[config.mk]
export PLATFORM = sky130hd
export DESIGN_NAME = l1l2l3_color_invariant
export DESIGN_NICKNAME = d
export VERILOG_FILES = /design/src/design/lci_pkg.sv /design/src/design/lci_front.sv /design/src/design/lci_div_step.sv /design/src/design/l1l2l3_color_invariant.sv
export SDC_FILE = /design/constraint.sdc
export NUM_CORES = 2
export LEC_CHECK = 0
export BUFFER_PORTS_ARGS = -buffer_cell sky130_fd_sc_hd__buf_2
export CORE_MARGIN = 3
export CORE_UTILIZATION = 40
export CTS_CLUSTER_SIZE = 10
export DETAILED_ROUTE_END_ITERATION = 8
export GPL_TIMING_DRIVEN = 0
export SLEW_MARGIN = 20
export SYNTH_ARGS = -nofsm -noshare
export SYNTH_HDL_FRONTEND = slang
export SYNTH_SLANG_ARGS = --single-unit
export TNS_END_PERCENT = 30
[constraint.sdc]
create_clock -name clock -period 6.1 [get_ports clock]
set_input_delay 0 -clock clock [delete_from_list [all_inputs] [get_ports clock]]
set_output_delay 0 -clock clock [all_outputs]
set_load 0.1 [all_outputs]
[src/design/lci_pkg.sv]
package lci_pkg;

   // Default sample and fraction widths of the colour invariant datapath.
   localparam int SAMPLE_BITS_DEFAULT   = 8;
   localparam int FRACTION_BITS_DEFAULT = 16;

   // Width of each result port; quotients wider than this saturate.
   localparam int OUT_BITS = 16;

   // One divider lane per squared difference.
   localparam int NUM_LANES = 3;
   localparam int LANE_RG   = 0;
   localparam int LANE_RB   = 1;
   localparam int LANE_GB   = 2;

   // Control that travels alongside the data from the second front stage through every division step.
   typedef struct packed {
      logic valid;
      logic degenerate;
   } stage_ctl_type;

endpackage

[src/design/lci_front.sv]
module lci_front #(
   parameter int SAMPLE_BITS = lci_pkg::SAMPLE_BITS_DEFAULT
) (
   input  logic                                            clock,
   input  logic                                            reset,
   input  logic                                            in_valid,
   input  logic [SAMPLE_BITS-1:0]                          red,
   input  logic [SAMPLE_BITS-1:0]                          green,
   input  logic [SAMPLE_BITS-1:0]                          blue,
   output lci_pkg::stage_ctl_type                          out_ctl,
   output logic [2*SAMPLE_BITS+1:0]                        out_den,
   output logic [lci_pkg::NUM_LANES-1:0][2*SAMPLE_BITS+1:0] out_num
);

   localparam int SQ_BITS  = 2 * SAMPLE_BITS;
   localparam int DEN_BITS = 2 * SAMPLE_BITS + 2;

   logic [lci_pkg::NUM_LANES-1:0][SAMPLE_BITS-1:0] lhs;
   logic [lci_pkg::NUM_LANES-1:0][SAMPLE_BITS-1:0] rhs;
   logic [lci_pkg::NUM_LANES-1:0][SAMPLE_BITS-1:0] adiff;

   logic [lci_pkg::NUM_LANES-1:0][SQ_BITS-1:0]     sq_in;
   logic [lci_pkg::NUM_LANES-1:0][SQ_BITS-1:0]     sq_ff;
   logic                                           sq_valid_ff;

   logic [DEN_BITS-1:0]                            den_in;
   logic [DEN_BITS-1:0]                            den_ff;
   logic [lci_pkg::NUM_LANES-1:0][DEN_BITS-1:0]    num_ff;
   lci_pkg::stage_ctl_type                         ctl_in;
   lci_pkg::stage_ctl_type                         ctl_ff;

   always_comb begin
      lhs[lci_pkg::LANE_RG] = red;
      rhs[lci_pkg::LANE_RG] = green;
      lhs[lci_pkg::LANE_RB] = red;
      rhs[lci_pkg::LANE_RB] = blue;
      lhs[lci_pkg::LANE_GB] = green;
      rhs[lci_pkg::LANE_GB] = blue;
      for (int i = 0; i < lci_pkg::NUM_LANES; i++) begin
         adiff[i] = (lhs[i] >= rhs[i]) ? (lhs[i] - rhs[i]) : (rhs[i] - lhs[i]);
         sq_in[i] = SQ_BITS'(adiff[i]) * SQ_BITS'(adiff[i]);
      end
   end

   // First stage: absolute differences squared.
   always_ff @(posedge clock) begin
      sq_ff <= sq_in;
      if (reset) begin
         sq_valid_ff <= 1'b0;
      end else begin
         sq_valid_ff <= in_valid;
      end
   end

   always_comb begin
      den_in = DEN_BITS'(sq_ff[lci_pkg::LANE_RG]) + DEN_BITS'(sq_ff[lci_pkg::LANE_RB])
             + DEN_BITS'(sq_ff[lci_pkg::LANE_GB]);
      ctl_in.valid      = sq_valid_ff;
      ctl_in.degenerate = (sq_ff == '0);
   end

   // Second stage: the common divisor and the zero-divisor flag.
   always_ff @(posedge clock) begin
      den_ff <= den_in;
      for (int i = 0; i < lci_pkg::NUM_LANES; i++) begin
         num_ff[i] <= DEN_BITS'(sq_ff[i]);
      end
      if (reset) begin
         ctl_ff <= '0;
      end else begin
         ctl_ff <= ctl_in;
      end
   end

   assign out_ctl = ctl_ff;
   assign out_den = den_ff;
   assign out_num = num_ff;

endmodule

[src/design/lci_div_step.sv]
module lci_div_step #(
   parameter int DEN_BITS = 2 * lci_pkg::SAMPLE_BITS_DEFAULT + 2,
   parameter int QUO_BITS = lci_pkg::FRACTION_BITS_DEFAULT
) (
   input  logic                                         clock,
   input  logic                                         reset,
   input  lci_pkg::stage_ctl_type                       in_ctl,
   input  logic [DEN_BITS-1:0]                          in_den,
   input  logic [lci_pkg::NUM_LANES-1:0][DEN_BITS-1:0]  in_rem,
   input  logic [lci_pkg::NUM_LANES-1:0][QUO_BITS-1:0]  in_quo,
   output lci_pkg::stage_ctl_type                       out_ctl,
   output logic [DEN_BITS-1:0]                          out_den,
   output logic [lci_pkg::NUM_LANES-1:0][DEN_BITS-1:0]  out_rem,
   output logic [lci_pkg::NUM_LANES-1:0][QUO_BITS-1:0]  out_quo
);

   // One restoring division bit for each lane. The remainder stays below any
   // nonzero divisor, so the doubled remainder needs one extra bit only.
   logic [lci_pkg::NUM_LANES-1:0][DEN_BITS:0]   shifted;
   logic [lci_pkg::NUM_LANES-1:0][DEN_BITS:0]   reduced;
   logic [lci_pkg::NUM_LANES-1:0]               take;
   logic [lci_pkg::NUM_LANES-1:0][DEN_BITS-1:0] rem_in;
   logic [lci_pkg::NUM_LANES-1:0][QUO_BITS-1:0] quo_in;

   logic [lci_pkg::NUM_LANES-1:0][DEN_BITS-1:0] rem_ff;
   logic [lci_pkg::NUM_LANES-1:0][QUO_BITS-1:0] quo_ff;
   logic [DEN_BITS-1:0]                         den_ff;
   lci_pkg::stage_ctl_type                      ctl_ff;

   always_comb begin
      for (int i = 0; i < lci_pkg::NUM_LANES; i++) begin
         shifted[i] = {in_rem[i], 1'b0};
         take[i]    = (shifted[i] >= {1'b0, in_den});
         reduced[i] = shifted[i] - {1'b0, in_den};
         rem_in[i]  = take[i] ? reduced[i][DEN_BITS-1:0] : shifted[i][DEN_BITS-1:0];
         quo_in[i]  = {in_quo[i][QUO_BITS-2:0], take[i]};
      end
   end

   always_ff @(posedge clock) begin
      rem_ff <= rem_in;
      quo_ff <= quo_in;
      den_ff <= in_den;
      if (reset) begin
         ctl_ff <= '0;
      end else begin
         ctl_ff <= in_ctl;
      end
   end

   assign out_ctl = ctl_ff;
   assign out_den = den_ff;
   assign out_rem = rem_ff;
   assign out_quo = quo_ff;

endmodule

[src/design/l1l2l3_color_invariant.sv]
// Colour invariant l1 l2 l3 of one RGB pixel per clock outside reset.
//
// Input: a pixel beat is taken at each rising edge where start is high and
// busy is low. Busy is high only while reset is applied, so outside reset a
// new pixel may be offered in every cycle, back to back, without gaps.
// Output: each pixel yields exactly one result beat, shown for a single
// cycle with rsp_strobe high. The three results are (R-G)^2, (R-B)^2 and
// (G-B)^2 divided by their sum, unsigned with FRACTION_BITS fraction bits,
// truncated, and saturated to the 16-bit port where FRACTION_BITS exceeds 16.
// When all three samples are equal the sum is zero: the results read zero
// and rsp_degenerate is set.
// Pipeline: two front stages (squaring, then summing), one stage per quotient
// bit of the three-lane restoring divider, and an output register, in that
// order. Throughput is one pixel per cycle outside reset. Reset empties every
// stage; pixels in flight are dropped and no strobe follows for them. The
// receiver cannot stall, so the pipeline never holds.
module l1l2l3_color_invariant #(
   parameter int SAMPLE_BITS   = lci_pkg::SAMPLE_BITS_DEFAULT,
   parameter int FRACTION_BITS = lci_pkg::FRACTION_BITS_DEFAULT
) (
   input  logic                         clock,
   input  logic                         reset,
   input  logic                         start,
   output logic                         busy,
   input  logic [SAMPLE_BITS-1:0]       req_red,
   input  logic [SAMPLE_BITS-1:0]       req_green,
   input  logic [SAMPLE_BITS-1:0]       req_blue,
   output logic                         rsp_strobe,
   output logic [lci_pkg::OUT_BITS-1:0] rsp_inv_one,
   output logic [lci_pkg::OUT_BITS-1:0] rsp_inv_two,
   output logic [lci_pkg::OUT_BITS-1:0] rsp_inv_three,
   output logic                         rsp_degenerate
);

   localparam int DEN_BITS  = 2 * SAMPLE_BITS + 2;
   localparam int WIDE_BITS = FRACTION_BITS + lci_pkg::OUT_BITS;

   // Stage k of the chain feeds division step k; the last entry holds the
   // finished quotients.
   lci_pkg::stage_ctl_type                          ctl_chain [FRACTION_BITS+1];
   logic [DEN_BITS-1:0]                             den_chain [FRACTION_BITS+1];
   logic [lci_pkg::NUM_LANES-1:0][DEN_BITS-1:0]     rem_chain [FRACTION_BITS+1];
   logic [lci_pkg::NUM_LANES-1:0][FRACTION_BITS-1:0] quo_chain [FRACTION_BITS+1];

   logic [lci_pkg::NUM_LANES-1:0][WIDE_BITS-1:0]        quo_wide;
   logic [lci_pkg::NUM_LANES-1:0][lci_pkg::OUT_BITS-1:0] res_in;
   logic [lci_pkg::NUM_LANES-1:0][lci_pkg::OUT_BITS-1:0] res_ff;
   logic                                                strobe_ff;
   logic                                                degenerate_ff;

   // Pixels are refused only while reset is held.
   assign busy = reset;

   lci_front #(
      .SAMPLE_BITS(SAMPLE_BITS)
   ) u_front (
      .clock   (clock),
      .reset   (reset),
      .in_valid(start & ~busy),
      .red     (req_red),
      .green   (req_green),
      .blue    (req_blue),
      .out_ctl (ctl_chain[0]),
      .out_den (den_chain[0]),
      .out_num (rem_chain[0])
   );

   // Each quotient lane starts empty; since every numerator is below a nonzero
   // divisor, the numerator itself is the first partial remainder.
   assign quo_chain[0] = '0;

   for (genvar k = 0; k < FRACTION_BITS; k++) begin : g_step
      lci_div_step #(
         .DEN_BITS(DEN_BITS),
         .QUO_BITS(FRACTION_BITS)
      ) u_step (
         .clock  (clock),
         .reset  (reset),
         .in_ctl (ctl_chain[k]),
         .in_den (den_chain[k]),
         .in_rem (rem_chain[k]),
         .in_quo (quo_chain[k]),
         .out_ctl(ctl_chain[k+1]),
         .out_den(den_chain[k+1]),
         .out_rem(rem_chain[k+1]),
         .out_quo(quo_chain[k+1])
      );
   end

   // Output stage: a zero divisor forces zeros, and a quotient wider than
   // the port saturates to all ones. The final remainders and divisor are
   // not needed here.
   always_comb begin
      for (int i = 0; i < lci_pkg::NUM_LANES; i++) begin
         quo_wide[i] = WIDE_BITS'(quo_chain[FRACTION_BITS][i]);
         if (ctl_chain[FRACTION_BITS].degenerate) begin
            res_in[i] = '0;
         end else if (|quo_wide[i][WIDE_BITS-1:lci_pkg::OUT_BITS]) begin
            res_in[i] = '1;
         end else begin
            res_in[i] = quo_wide[i][lci_pkg::OUT_BITS-1:0];
         end
      end
   end

   always_ff @(posedge clock) begin
      res_ff        <= res_in;
      degenerate_ff <= ctl_chain[FRACTION_BITS].degenerate;
      if (reset) begin
         strobe_ff <= 1'b0;
      end else begin
         strobe_ff <= ctl_chain[FRACTION_BITS].valid;
      end
   end

   assign rsp_strobe     = strobe_ff;
   assign rsp_inv_one    = res_ff[lci_pkg::LANE_RG];
   assign rsp_inv_two    = res_ff[lci_pkg::LANE_RB];
   assign rsp_inv_three  = res_ff[lci_pkg::LANE_GB];
   assign rsp_degenerate = degenerate_ff;

endmodule

==> reports/qor.csv <==
metric,value,unit
Post-Layout Cell Count,12700,
Worst-Skew Late Latency,0.86,ns
synthesized instance count,9362,
core area,221000,µm²
port bufs,77,
ys flop type,dfxtp_1,
# IOs,78,
CTS Sinks,1681,
Slew headroom,28.1,%
violated checks,hold timing,
Placed Instances,12400,
chip height,478,µm
antenna violations before repair,8,
vias per cell,5.36,
global-route wire length before repair,391000,µm
DRC violations left,0,
CTS tree,yes,
Nets,10800,
required time worst endpoint,6.81,ns
synthesized area,89100,µm²
Root Buffer Master,clkbuf_16,
r2r startpoint,g_step[7].u_step.out_den[1]$_DFF_P_,
H-tree depth,4,
Hold Crit Class,in2reg,
HP Start,req_blue[0],
clk buf depth,3,
routed wire length,260000,µm
post-synth net total,10500,
pin count of the biggest net entering global routing,19,
Worst-path clk slew,0.06,ns
Ys Warns,0,
total of max-cap violations,0,
GRT Resource Usage Total,21.9,%
layout filler cell count,21100,
Antenna Nets Post-Route,0,
CP Max Fanout,6,
outcome,finished with violations,
worst setup path class,in2reg,
via count,68200,
Starting Density,40.4,%
Num CTS Buffers,200,
Seq cells post-synth,1681,
CP Data Arrival Time,6.65,ns
grt total ovfl,0,
Die Area,228000,µm²
Syn Area/Cell,9.52,µm²
fin crit share,97.3,%
asr flop ratio synth,0,%
hpwl dp,211000,µm
share of post-route cells with drive strength above 1,9.61,%
type of origin of the critical path,input pin,
vias in the first global route,66500,
Worst Tran Pin Value,1.07,ns
"most common cell after layout, fill and taps aside",dfxtp_1,
Yosys cell types,95,
Initial DRC Count,4717,
Die X,478,µm
most frequent cells in the layout,"dfxtp_1, ha_1, inv_1",
"EDFF count, synth",0,
Tmin final,5.94,ns
Final Skew,0.0799,ns
GP Congestion,0.940,
CP startpoint,req_red[0],
"Area growth, synth to finish",12.1,%
1st-pass router iterations,7,
Min Hold Slack,-0.000783,ns
Pins Over Slew Limit,0,
fmax,0.168,GHz
num rows,172,
routed len/inst,20.4,µm
endpoints failing hold,1,
"Seq/Total Area, Yosys",37.8,%
CP Capture Type,flip-flop,
endpoints failing setup,0,
## per-layer routing
layer / track usage (%) / vias to the layer above / wire [µm]
met5: 0 / - / 0
met3: 2.84 / 355 / 12600
met1: 30.5 / 32600 / 124000
met2: 35.4 / 1639 / 116000
li1: - / 33600 / -
met4: 6.41 / 0 / 7080
## critical path, cell delays in order
cell and delay, ns:
buf_2 0.12, inv_1 0.11, ha_1 0.16, inv_1 0.06, fa_1 0.41, a21o_1 0.21, a21oi_4 0.19, a31oi_4 0.14
o22ai_4 0.31, mux2i_2 0.37, xor2_4 0.36, inv_1 0.17, nand2_1 0.13, inv_1 0.06, fa_1 0.47, fa_1 0.54
inv_1 0.06, fa_1 0.50, fa_1 0.54, inv_1 0.04, ha_1 0.31, inv_1 0.08, o21bai_1 0.10, a21o_1 0.21
a211o_1 0.29, a21o_1 0.18, a21oi_1 0.19, xnor3_1 0.32
## stage by stage
| step | setup slack (ns) | TNS (ns) | area, µm² | hold WS [ns] | util [%] |
|---|---|---|---|---|---|
| 6_report | 0.163 | 0 | 99900 | -0.000783 | 45.3 |
| 2_1_floorplan | -0.0237 | -0.0361 | 89200 | 0.0716 | - |
| 3_5_place_dp | -1.68 | -21.38 | 93200 | 0.272 | 42.3 |
| 4_1_cts | 0.00744 | 0 | 99600 | 0.0112 | 45.2 |
| 3_3_place_gp | -1.64 | -19.51 | 93200 | 0.248 | 42.3 |
| 5_1_grt | -0.0380 | -0.0380 | 99900 | 0.00317 | 45.3 |
## Yosys cell counts, types with 12 or more instances
cell	n	area (µm²)
a211o_1	39	342
a211oi_1	63	473
a21boi_0	49	368
a21o_1	308	2310
a21oi_1	695	3480
a221oi_1	24	210
a311oi_1	21	184
a31o_2	38	333
a31oi_1	62	388
a41o_1	12	120
and2_1	49	307
and3_1	45	282
and4_1	33	289
buf_2	17	85.1
clkbuf_1	108	405
dfxtp_1	1681	33700
fa_1	127	2540
ha_1	1023	12800
inv_1	735	2760
mux2_2	414	4660
mux2i_1	56	561
nand2_1	512	1920
nand2b_1	110	688
nand3_1	143	716
nand3b_1	26	195
nand4_1	96	601
nor2_1	617	2320
nor2b_1	232	1450
nor3_1	196	981
nor4_1	31	194
o211ai_1	28	210
o21a_1	116	871
o21ai_0	498	2490
o21ai_1	15	75.1
o21bai_1	67	503
o311ai_0	21	184
o31a_1	19	166
o31ai_1	32	240
o41a_1	13	146
o41ai_1	20	175
or2_2	35	219
or3_1	53	332
xnor2_1	450	3940
xor2_1	258	2260
## layout make-up
class	instances	area (µm²)	share of cell area, %
clock inverters	37	668	0.669
plain buffers	133	557	0.557
clock buffers	249	5420	5.42
well taps	2958	3700	3.70
multi-input cells	6809	52400	52.5
flip-flops and latches	1681	33700	33.7
inverters	736	2760	2.77
repair buffers	110	673	0.674
diodes	5	12.5	0.0125
## timing repair
| action | 4_1_cts | 5_1_grt |
|---|---|---|
| hold endpoints to repair | 41 | 1 |
| hold buffers | 15 | 1 |
| setup buffers | 1 | 16 |
| setup endpoints to repair | 10 | 12 |
| resized for setup | 14 | 33 |
| pin swaps | 2 | 11 |
| cloned | 0 | 1 |
## registers in the layout, summed over array words and instances, names as in the netlist, 16 cells and up
register               count
g_step.u_step.out_ctl     32
g_step.u_step.out_den    270
g_step.u_step.out_quo    408
g_step.u_step.out_rem    810
rsp_inv_one               16
rsp_inv_three             16
rsp_inv_two               16
u_front.out_den           18
u_front.out_num           45
u_front.sq_ff             45
## logic make-up (layout without fill, tap and decap cells)
kind of cell               Yosys count  count (layout)  share of synthesized area (%)
and+or+nand+nor                   2214            2214                           12.1
buffers and inverters              873            1265                           3.73
adders and majority gates         1150            1150                           17.2
xor gates and xnor gates           709             709                           6.98
muxes                              475             475                           5.92
other                                0               5                              0
AOI/OAI and AO/OA                 2260            2261                           16.3
DFF                               1681            1681                           37.8
## path summary, 6_finish.rpt
check                                                       endpoint  slack, ns  cells past startpoint
worst max-delay path                       u_front.sq_ff[31]$_DFF_P_       0.16                     28
worst min-delay path                       u_front.sq_ff[35]$_DFF_P_    -0.0008                      4
worst max register to register  g_step[8].u_step.out_rem[12]$_DFF_P_       1.57                     13
worst min register to register   g_step[8].u_step.out_quo[3]$_DFF_P_       0.30                      0
Power is left out: the tool's default activity adds up to more than one toggle a clock period on the data nets, which glitch-free logic cannot reach.
